$ cat src/sv/kcv_pkg.sv
// shared types, constants and the sequencer program of the constant-velocity tracker
package kcv_pkg;

    localparam int DW = 48;                 // data word width
    localparam int FW = 40;                 // fractional bits
    localparam int HW = DW / 2;             // multiplier slice width
    localparam int MW = 2 * DW - FW;        // rounded product magnitude width
    localparam int AW = 6;                  // scratch memory address width
    localparam int PW = 8;                  // program counter width
    localparam int CW = 47;                 // config data width
    localparam int TW = 40;                 // tau register width
    localparam int IW = 3;                  // config index width

    typedef logic signed [DW-1:0] word_t;

    localparam word_t MAXV = {1'b0, {(DW-1){1'b1}}};
    localparam word_t MINV = {1'b1, {(DW-1){1'b0}}};

    // config register indexes
    localparam logic [IW-1:0] CFG_TAU   = 3'd0;
    localparam logic [IW-1:0] CFG_QPOS  = 3'd1;
    localparam logic [IW-1:0] CFG_QCRS  = 3'd2;
    localparam logic [IW-1:0] CFG_QVEL  = 3'd3;
    localparam logic [IW-1:0] CFG_RNOIS = 3'd4;
    localparam logic [IW-1:0] CFG_PINIT = 3'd5;

    localparam logic [TW-1:0] RST_TAU   = 40'd23456211409;
    localparam logic [CW-1:0] RST_QPOS  = 47'd56934;
    localparam logic [CW-1:0] RST_QCRS  = 47'd5337579;
    localparam logic [CW-1:0] RST_QVEL  = 47'd500398300;
    localparam logic [CW-1:0] RST_RNOIS = 47'd5497558139;
    localparam logic [CW-1:0] RST_PINIT = 47'd1099511627776;

    // scratch slots
    localparam logic [AW-1:0] SL_SV  = 6'd0;
    localparam logic [AW-1:0] SL_COV = 6'd4;
    localparam logic [AW-1:0] SL_PA  = 6'd20;
    localparam logic [AW-1:0] SL_XP0 = 6'd36;
    localparam logic [AW-1:0] SL_K   = 6'd38;
    localparam logic [AW-1:0] SL_S00 = 6'd46;
    localparam logic [AW-1:0] SL_S11 = 6'd47;
    localparam logic [AW-1:0] SL_DET = 6'd48;
    localparam logic [AW-1:0] SL_E0  = 6'd49;
    localparam logic [AW-1:0] SL_E1  = 6'd50;
    localparam logic [AW-1:0] SL_T1  = 6'd51;
    localparam logic [AW-1:0] SL_T2  = 6'd52;
    // operand codes at the top of the address space: config, measurement and init values
    localparam logic [2:0]    SPEC_HI = 3'b111;
    localparam logic [AW-1:0] SL_TAU = 6'd56;
    localparam logic [AW-1:0] SL_QP  = 6'd57;
    localparam logic [AW-1:0] SL_QC  = 6'd58;
    localparam logic [AW-1:0] SL_QV  = 6'd59;
    localparam logic [AW-1:0] SL_RN  = 6'd60;
    localparam logic [AW-1:0] SL_ZX  = 6'd61;
    localparam logic [AW-1:0] SL_ZY  = 6'd62;
    localparam logic [AW-1:0] SL_PI  = 6'd63;

    // program sections
    localparam logic [PW-1:0] PC_INIT      = 8'd0;
    localparam logic [PW-1:0] PC_INIT_LAST = 8'd19;
    localparam logic [PW-1:0] PC_XP        = 8'd20;
    localparam logic [PW-1:0] PC_A1        = 8'd24;
    localparam logic [PW-1:0] PC_A2        = 8'd40;
    localparam logic [PW-1:0] PC_PP        = 8'd48;
    localparam logic [PW-1:0] PC_Q         = 8'd64;
    localparam logic [PW-1:0] PC_S         = 8'd72;
    localparam logic [PW-1:0] PC_K         = 8'd78;
    localparam logic [PW-1:0] PC_E         = 8'd110;
    localparam logic [PW-1:0] PC_SV        = 8'd112;
    localparam logic [PW-1:0] PC_C         = 8'd128;
    localparam logic [PW-1:0] PC_OUT       = 8'd192;
    localparam logic [PW-1:0] PC_LAST      = 8'd195;

    localparam int MUL_STEPS = 4;
    localparam int DIV_DONE  = DW + 1;
    localparam int NW        = $clog2(DIV_DONE + 1);

    typedef enum logic [2:0] {
        OP_CLR, OP_MOV, OP_ADD, OP_SUB, OP_MUL, OP_DIV, OP_CHK, OP_OUT
    } op_t;

    typedef struct packed {
        op_t           op;
        logic [AW-1:0] dst;
        logic [AW-1:0] sa;
        logic [AW-1:0] sb;
    } uinstr_t;

    typedef struct packed {
        logic    load;
        logic    rd;
        logic    exec;
        logic    publish;
        logic    boot;
        uinstr_t ins;
    } kcv_cmd_t;

    typedef struct packed {
        logic done;
        logic det_le0;
        logic out_busy;
    } kcv_stat_t;

    typedef enum logic [1:0] {ST_IDLE, ST_READ, ST_EXEC} state_t;

    function automatic uinstr_t mk(input op_t op, input logic [AW-1:0] d,
                                   input logic [AW-1:0] a, input logic [AW-1:0] b);
        uinstr_t u;
        u.op  = op;
        u.dst = d;
        u.sa  = a;
        u.sb  = b;
        return u;
    endfunction

    function automatic logic [AW-1:0] slot(input logic [AW-1:0] base, input logic [3:0] k);
        return base + AW'(k);
    endfunction

    function automatic uinstr_t prog_rom(input logic [PW-1:0] pc);
        logic [PW-1:0] o;
        logic [1:0]    i;
        logic [1:0]    j;
        logic          h;
        logic [AW-1:0] xs;
        uinstr_t       u;
        u  = mk(OP_CLR, SL_T2, SL_T2, SL_T2);
        o  = '0;
        i  = '0;
        j  = '0;
        h  = 1'b0;
        xs = '0;
        if (pc < PC_XP) begin
            if (pc < 8'd4) begin
                u = mk(OP_CLR, slot(SL_SV, {2'b00, pc[1:0]}), SL_T1, SL_T1);
            end else begin
                o = pc - 8'd4;
                if (o[1:0] == o[3:2])
                    u = mk(OP_MOV, slot(SL_COV, o[3:0]), SL_PI, SL_PI);
                else
                    u = mk(OP_CLR, slot(SL_COV, o[3:0]), SL_T1, SL_T1);
            end
        end else if (pc < PC_A1) begin
            o = pc - PC_XP;
            h = o[1];
            if (!o[0])
                u = mk(OP_MUL, SL_T1, SL_TAU, slot(SL_SV, {2'b00, 1'b1, h}));
            else
                u = mk(OP_ADD, slot(SL_XP0, {3'b000, h}), slot(SL_SV, {3'b000, h}), SL_T1);
        end else if (pc < PC_A2) begin
            // first product F P, rows 0 and 1
            o = pc - PC_A1;
            j = o[3:2];
            h = o[1];
            if (!o[0])
                u = mk(OP_MUL, SL_T1, SL_TAU, slot(SL_COV, {1'b1, h, j}));
            else
                u = mk(OP_ADD, slot(SL_PA, {1'b0, h, j}), slot(SL_COV, {1'b0, h, j}), SL_T1);
        end else if (pc < PC_PP) begin
            o = pc - PC_A2;
            u = mk(OP_MOV, slot(SL_PA, {1'b1, o[2:0]}), slot(SL_COV, {1'b1, o[2:0]}), SL_T1);
        end else if (pc < PC_Q) begin
            // times F transposed, in place
            o = pc - PC_PP;
            i = o[3:2];
            h = o[1];
            if (!o[0])
                u = mk(OP_MUL, SL_T1, SL_TAU, slot(SL_PA, {i, 1'b1, h}));
            else
                u = mk(OP_ADD, slot(SL_PA, {i, 1'b0, h}), slot(SL_PA, {i, 1'b0, h}), SL_T1);
        end else if (pc < PC_S) begin
            o = pc - PC_Q;
            unique case (o[2:0])
                3'd0: u = mk(OP_ADD, slot(SL_PA, 4'd0), slot(SL_PA, 4'd0), SL_QP);
                3'd1: u = mk(OP_ADD, slot(SL_PA, 4'd5), slot(SL_PA, 4'd5), SL_QP);
                3'd2: u = mk(OP_ADD, slot(SL_PA, 4'd2), slot(SL_PA, 4'd2), SL_QC);
                3'd3: u = mk(OP_ADD, slot(SL_PA, 4'd8), slot(SL_PA, 4'd8), SL_QC);
                3'd4: u = mk(OP_ADD, slot(SL_PA, 4'd7), slot(SL_PA, 4'd7), SL_QC);
                3'd5: u = mk(OP_ADD, slot(SL_PA, 4'd13), slot(SL_PA, 4'd13), SL_QC);
                3'd6: u = mk(OP_ADD, slot(SL_PA, 4'd10), slot(SL_PA, 4'd10), SL_QV);
                default: u = mk(OP_ADD, slot(SL_PA, 4'd15), slot(SL_PA, 4'd15), SL_QV);
            endcase
        end else if (pc < PC_K) begin
            o = pc - PC_S;
            unique case (o[2:0])
                3'd0: u = mk(OP_ADD, SL_S00, slot(SL_PA, 4'd0), SL_RN);
                3'd1: u = mk(OP_ADD, SL_S11, slot(SL_PA, 4'd5), SL_RN);
                3'd2: u = mk(OP_MUL, SL_T1, SL_S00, SL_S11);
                3'd3: u = mk(OP_MUL, SL_T2, slot(SL_PA, 4'd1), slot(SL_PA, 4'd4));
                3'd4: u = mk(OP_SUB, SL_DET, SL_T1, SL_T2);
                default: u = mk(OP_CHK, SL_DET, SL_DET, SL_DET);
            endcase
        end else if (pc < PC_E) begin
            // gain via adjugate of S over det
            o = pc - PC_K;
            i = o[4:3];
            unique case (o[2:0])
                3'd0: u = mk(OP_MUL, SL_T1, slot(SL_PA, {i, 2'b00}), SL_S11);
                3'd1: u = mk(OP_MUL, SL_T2, slot(SL_PA, {i, 2'b01}), slot(SL_PA, 4'd4));
                3'd2: u = mk(OP_SUB, SL_T1, SL_T1, SL_T2);
                3'd3: u = mk(OP_DIV, slot(SL_K, {1'b0, i, 1'b0}), SL_T1, SL_DET);
                3'd4: u = mk(OP_MUL, SL_T1, slot(SL_PA, {i, 2'b01}), SL_S00);
                3'd5: u = mk(OP_MUL, SL_T2, slot(SL_PA, {i, 2'b00}), slot(SL_PA, 4'd1));
                3'd6: u = mk(OP_SUB, SL_T1, SL_T1, SL_T2);
                default: u = mk(OP_DIV, slot(SL_K, {1'b0, i, 1'b1}), SL_T1, SL_DET);
            endcase
        end else if (pc < PC_SV) begin
            o = pc - PC_E;
            if (!o[0])
                u = mk(OP_SUB, SL_E0, SL_ZX, SL_XP0);
            else
                u = mk(OP_SUB, SL_E1, SL_ZY, slot(SL_XP0, 4'd1));
        end else if (pc < PC_C) begin
            o  = pc - PC_SV;
            i  = o[3:2];
            xs = i[1] ? slot(SL_SV, {2'b00, i}) : slot(SL_XP0, {3'b000, i[0]});
            unique case (o[1:0])
                2'd0: u = mk(OP_MUL, SL_T1, slot(SL_K, {1'b0, i, 1'b0}), SL_E0);
                2'd1: u = mk(OP_ADD, SL_T1, xs, SL_T1);
                2'd2: u = mk(OP_MUL, SL_T2, slot(SL_K, {1'b0, i, 1'b1}), SL_E1);
                default: u = mk(OP_ADD, slot(SL_SV, {2'b00, i}), SL_T1, SL_T2);
            endcase
        end else if (pc < PC_OUT) begin
            o = pc - PC_C;
            i = o[5:4];
            j = o[3:2];
            unique case (o[1:0])
                2'd0: u = mk(OP_MUL, SL_T1, slot(SL_K, {1'b0, i, 1'b0}), slot(SL_PA, {2'b00, j}));
                2'd1: u = mk(OP_MUL, SL_T2, slot(SL_K, {1'b0, i, 1'b1}), slot(SL_PA, {2'b01, j}));
                2'd2: u = mk(OP_ADD, SL_T1, SL_T1, SL_T2);
                default: u = mk(OP_SUB, slot(SL_COV, {i, j}), slot(SL_PA, {i, j}), SL_T1);
            endcase
        end else if (pc <= PC_LAST) begin
            o = pc - PC_OUT;
            u = mk(OP_OUT, AW'(o[1:0]), slot(SL_SV, {2'b00, o[1:0]}), SL_T1);
        end
        return u;
    endfunction

endpackage

$ cat src/sv/kcv_ctrl.sv
// sequencer: walks the program, one read and one execute phase per instruction
module kcv_ctrl import kcv_pkg::*; (
    input  logic      aclk,
    input  logic      aresetn,
    input  logic      s_valid,
    input  logic      s_restart,
    output logic      s_ready,
    input  kcv_stat_t stat,
    output kcv_cmd_t  cmd
);

    state_t        state_reg, state_next;
    logic [PW-1:0] pc_reg, pc_next;
    logic          boot_reg, boot_next;

    always_ff @(posedge aclk) begin
        if (!aresetn) begin
            state_reg <= ST_READ;
            pc_reg    <= PC_INIT;
            boot_reg  <= 1'b1;
        end else begin
            state_reg <= state_next;
            pc_reg    <= pc_next;
            boot_reg  <= boot_next;
        end
    end

    always_comb begin
        state_next  = state_reg;
        pc_next     = pc_reg;
        boot_next   = boot_reg;
        s_ready     = 1'b0;
        cmd         = '0;
        cmd.ins     = prog_rom(pc_reg);
        cmd.boot    = boot_reg;
        unique case (state_reg)
            ST_IDLE: begin
                s_ready = 1'b1;
                if (s_valid) begin
                    cmd.load   = 1'b1;
                    pc_next    = s_restart ? PC_INIT : PC_XP;
                    state_next = ST_READ;
                end
            end
            ST_READ: begin
                // hold before the output section until the last result is taken
                if (!(pc_reg == PC_OUT && stat.out_busy)) begin
                    cmd.rd     = 1'b1;
                    state_next = ST_EXEC;
                end
            end
            ST_EXEC: begin
                cmd.exec = 1'b1;
                if (stat.done) begin
                    state_next = ST_READ;
                    priority if (cmd.ins.op == OP_CHK && stat.det_le0) begin
                        pc_next = PC_OUT;
                    end else if (boot_reg && pc_reg == PC_INIT_LAST) begin
                        boot_next  = 1'b0;
                        state_next = ST_IDLE;
                    end else if (pc_reg == PC_LAST) begin
                        cmd.publish = 1'b1;
                        state_next  = ST_IDLE;
                    end else begin
                        pc_next = pc_reg + 1'b1;
                    end
                end
            end
            default: state_next = ST_IDLE;
        endcase
    end

endmodule

$ cat config.mk
export PLATFORM = sky130hd
export DESIGN_NAME = kcv_ctrl
export DESIGN_NICKNAME = d
export VERILOG_FILES = /design/src/sv/kcv_pkg.sv /design/src/sv/kcv_ctrl.sv
export SDC_FILE = /design/constraint.sdc
export NUM_CORES = 1
export LEC_CHECK = 0
export ABC_AREA = 1
export BUFFER_PORTS_ARGS = -buffer_cell sky130_fd_sc_hd__buf_2
export CAP_MARGIN = 20
export CORE_ASPECT_RATIO = 1.25
export CORE_UTILIZATION = 61
export CTS_BUF_LIST = sky130_fd_sc_hd__clkbuf_4 sky130_fd_sc_hd__clkbuf_8 sky130_fd_sc_hd__clkbuf_16
export DETAILED_ROUTE_END_ITERATION = 10
export GPL_ROUTABILITY_DRIVEN = 0
export MAX_ROUTING_LAYER = met4
export PLACE_DENSITY = 0.83
export SETUP_SLACK_MARGIN = 0.05
export SYNTH_ARGS = -nofsm -noshare
export SYNTH_HDL_FRONTEND = slang
export SYNTH_SLANG_ARGS = --single-unit
$ cat constraint.sdc
create_clock -name aclk -period 4.2 [get_ports aclk]
set_input_delay 0.84 -clock aclk [delete_from_list [all_inputs] [get_ports aclk]]
set_output_delay 0.84 -clock aclk [all_outputs]
set_load 0.01 [all_outputs]
Word level (Yosys, flattened, before mapping)
Cells that the tools add are included.
- register bits after elaboration: 11
- output and inout port bits: 27
- logic and storage cells: 146
- add/sub/neg operators: 35
- order comparisons: 13
- eq/ne operators: 32
- multiplexer cells: 48
- bitwise operators: 1
- reductions and logical operators: 14
- operators by type and width (cell ; number):
    $mux W21 ; 15
    $pmux W18 S7 ; 1
    $pmux W21 S3 ; 2
    $pmux W21 S6 ; 1
    $pmux W21 S5 ; 1
    $lt A8 B7 Y1 const B ; 5
    $mux W8 ; 5
    $mux W19 ; 2
    $add A5 B4 Y6 const A ; 6
    $add A6 B3 Y6 const A ; 6
    $eq A3 B3 Y1 const B ; 8
    $add A3 B4 Y5 const A ; 4
    $eq A3 B2 Y1 const B ; 6
    $eq A8 B8 Y1 const B ; 2
    $lt A8 B5 Y1 const B ; 2
    $lt A8 B6 Y1 const B ; 2
    $lt A8 B8 Y1 const B ; 2
    $pmux W8 S2 ; 1
    $mux W14 ; 1
    $add A5 B3 Y6 const A ; 2
    $add A6 B1 Y6 const A ; 2
    $mux W1 ; 12
    $eq A3 B1 Y1 const B ; 3
    $logic_not A3 Y1 ; 3
    other kinds (31) ; 49

Longest topological paths before layout
- depth in word-level cells: 19
- gate-level depth with buffers: 19

Worst setup path after synthesis
OpenSTA, ideal clock, no wires.
- kind: reg-to-output
- start: reg pc_reg[0]
- end: out cmd[6] (netlist bit)
- arrival time: 2.481 ns
- required time: 3.360 ns
- path slack: 0.879 ns
- stages on the path, launching flop included: 13
- path buffers: 1
- cells stage by stage: dfxtp_1 inv_1 clkbuf_1 ha_1 nor2_2 nor2_1 inv_1 nand2_1 or2_2 a31o_2 o211ai_1 nor2_1 o21ai_0
- RTL lines (element ; RTL line ; source):
    from (decl) ; kcv_ctrl.sv:13 ; logic [PW-1:0] pc_reg, pc_next;
    from (signal assigned) ; kcv_ctrl.sv:23 ; pc_reg <= pc_next;
    to (decl) ; kcv_ctrl.sv:9 ; output kcv_cmd_t cmd

==> summary.txt <==
Die
  – Chip Height: 81.50 um
  – Initial Utilization: 0.6426
  – Die width: 65.60 um
  – Placement row count: 28
  – Die footprint: 5346 um2
  – Core Area: 4800 um2
  – IO Count: 34

Place
  – Dpl cells: 628
  – Port bufs: 33
  – Worst slack at placement: 0.7779 ns
  – Placed wire-length estimate: between 8000 and 9000 um

Clock network
  – CTS tree: built
  – Num CTS Buffers: 3
  – Postcts setup bufs: 0
  – Root buffer cell: clkbuf_8
  – Cts hold-fix bufs: 0
  – Worst skew pair latency: roughly 0.24 ns
  – Clock-pin slew on the worst setup and hold paths: around 0.050 ns
  – CTS Sinks: 11
  – H-tree depth: 1
  – Cts repair resizes: 0
  – Clk buf depth: 2

Yosys
  – Yosys top cell by area: nand2_1
  – Post-synth EDFFs: 0
  – YS warnings: 0
  – Cell area after synthesis: slightly above 3000 um2
  – Async SR Flop Fraction: 0
  – Syn Inst Count: 548
  – Seq/Total Area, Yosys: 0.07140
  – Top cells by area, synth: nand2_1 (17%), ha_1 (10%), o21ai_0 (8.4%), nor2_1 (7.8%), dfxtp_1 (7.1%)
  – Register bit total from synthesis: 11
  – Prevailing post-synth register cell: dfxtp_1
  – Distinct cells, synth: 49
  – Synth top area share: 0.1728
  – Syn avg cell area: 5.628 um2
  – Post-Syn Nets: 580

Routing
  – Post-route DRC: 0
  – Wire per inst: 17.64 um
  – Total Routed Length: ~11000 um
  – DRT Pass-1 Iters: 6
  – Initial DRC count: 704
  – Number of vias per cell: a little under 7
  – Detailed-route via count: between 4000 and 5000
  – Post-route ant nets: 0

Power
  – Net Sw Frac: 0.4856
  – Sequential power share: 0.212
  – Psw: 275.6 uW
  – Clock power frac: 0.197
  – Comb pwr share: 0.591
  – VDD IR max: roughly 240 uV
  – Pleak: 0.001595 uW
  – PwrDens: 172.3 nW/um2
  – P_int: between 200 and 300 uW

Global routing
  – First-pass GRT wire length: 17390 um
  – Vias in the first global route: 3621
  – Total global routing overflow: 0
  – Initial antenna violation count: 0
  – Pin count of the biggest net entering global routing: 19
  – Global Route Usage Sum: 0.4361

Worst setup path
  – Crit start category: register
  – Crit path launch: pc_reg[1]
  – R2R Path End: pc_reg[4]
  – Reg2reg start: pc_reg[1]
  – CP Capture Type: output port
  – FF-to-FF path depth: 16
  – Critical Path RT: 3.36 ns
  – Setup slack, reg-to-reg: 1.39 ns
  – WP data arrival: 2.95 ns
  – Worst Setup EP: cmd[13]
  – WS Path Type: reg -> out
  – Worst-path maximum fanout: 12

STA
  – Endpoints failing setup: 0
  – Max Clk Rate: between 200 and 300 MHz
  – Setup ws final: ~0.41 ns
  – Total negative slack: 0 ns
  – Fin. max-slew vios: 0
  – Final period util: 0.9032
  – Clock skew: between 0.005 and 0.006 ns
  – Slew of the pin with the lowest slew margin: approximately 0.84 ns
  – Final hold vios: 0
  – Final min period: 3.793 ns
  – Slew HR: 0.4356
  – RSZ-0062 raised after global routing: false

Final layout
  – Register Area: 220.2 um2
  – Commonest non-fill, non-tap cell in the layout: nand2_1
  – Synthesis-to-finish area growth: 6.815%
  – Share of cells above drive strength 1: 0.1556
  – Flip-flop count of the largest register after layout: 8
  – Finished Layout Cells: 632
  – Antenna fix cells: 0
  – Layout Utilization: 0.6864
  – Nets: 605
  – Area occupied by multi-input gates: between 2000 and 2500 um2
  – Most frequent cells in the layout: nand2_1 (142), nor2_1 (64), o21ai_0 (52), inv_1 (50), nand3_1 (36)
  – Filler cells: 468

Hold path
  – Worst hold path type: reg -> reg

Run status
  – Outcome: complete, no violations

Job
  – Maxcap violations: 0
## stage by stage
stage / power [uW] / hold WS [ns] / cell area [um2]
5_1_grt: 597.7 / 0.4997 / 3294
6_report: 567.5 / 0.4767 / 3294
2_1_floorplan: 347.5 / 0.4502 / 3084
3_5_place_dp: 443.0 / 0.4727 / 3246
4_1_cts: 555.6 / 0.4798 / 3294
3_3_place_gp: 439.5 / 0.4615 / 3246
## worst min-delay path by stage
stage          cells past startpoint      from  endpoint  slack, ns
3_3_place_gp                       2  boot_reg  boot_reg       0.46
3_5_place_dp                       2  boot_reg  boot_reg       0.47
4_1_cts                            2  boot_reg  boot_reg       0.48
6_report                           2  boot_reg  boot_reg       0.48
5_1_grt                            2  boot_reg  boot_reg       0.50
2_1_floorplan                      2  boot_reg  boot_reg       0.45
## Yosys cell counts, types with 4 or more instances
cell type  number
a21oi_1        31
a21oi_4         4
a31oi_1         4
buf_2           9
buf_4           5
buf_6           5
clkbuf_1        4
dfxtp_1        11
ha_1           25
inv_1          50
inv_2           9
nand2_1       142
nand2_2         7
nand2_4         5
nand3_1        36
nand3b_1        4
nand4_1        13
nor2_1         64
nor3_1          7
o211ai_1       11
o21ai_0        52
o21ai_1         6
o22ai_1         4
xor2_1          4
## metal layers
layer / part of all wire / track usage / vias to the layer above
met5: 0 / - / -
met4: 0.089 / 0.3478 / 0
met3: 0.12 / 0.08611 / 130
met2: 0.44 / 0.6567 / 383
met1: 0.35 / 0.5012 / 1854
li1: - / - / 1888
## cell type report
type	instances	area share
Clock buffer	4	0.01481
Inverter	63	0.07406
Multi-Input combinational cell	451	0.7486
Sequential cell	11	0.06684
Tap cell	60	0.02279
Timing Repair Buffer	43	0.07292
## critical path, stage by stage (launching register included)
cell	delay [ns]
dfxtp_1	0.34
clkinv_1	0.07
buf_4	0.19
ha_1	0.37
nor2_1	0.48
nor2_1	0.07
nor2_1	0.13
nand4_1	0.11
nand3b_1	0.12
o21ai_0	0.14
nand2_1	0.10
nand2_1	0.05
nand2_1	0.09
nand2_1	0.06
nand3_1	0.07
nand3_1	0.08
nand2_1	0.07
nand2_1	0.04
buf_2	0.13
## cells by family (layout without fill, tap and decap cells)
logic type,count (synthesis),count (layout),share of synthesized area
simple gates,290,290,0.4235
compound gates,132,132,0.2633
flops,11,11,0.07140
fa+ha+maj,25,25,0.1014
buf+inv,86,110,0.1290
xor+xnor,4,4,0.01136
## power groups by stage
| stage | Combinational, uW | Sequential (uW) | Clock (uW) |
|---|---|---|---|
| 6_report | 335 | 121 | 112 |
| 5_1_grt | 360 | 121 | 117 |
| 4_1_cts | 322 | 120 | 113 |
| 3_5_place_dp | 321 | 122 | 0 |
| 3_3_place_gp | 319 | 121 | 0 |
| 2_1_floorplan | 226 | 122 | 0 |
Note: power is estimated with default switching activity, not from simulation.
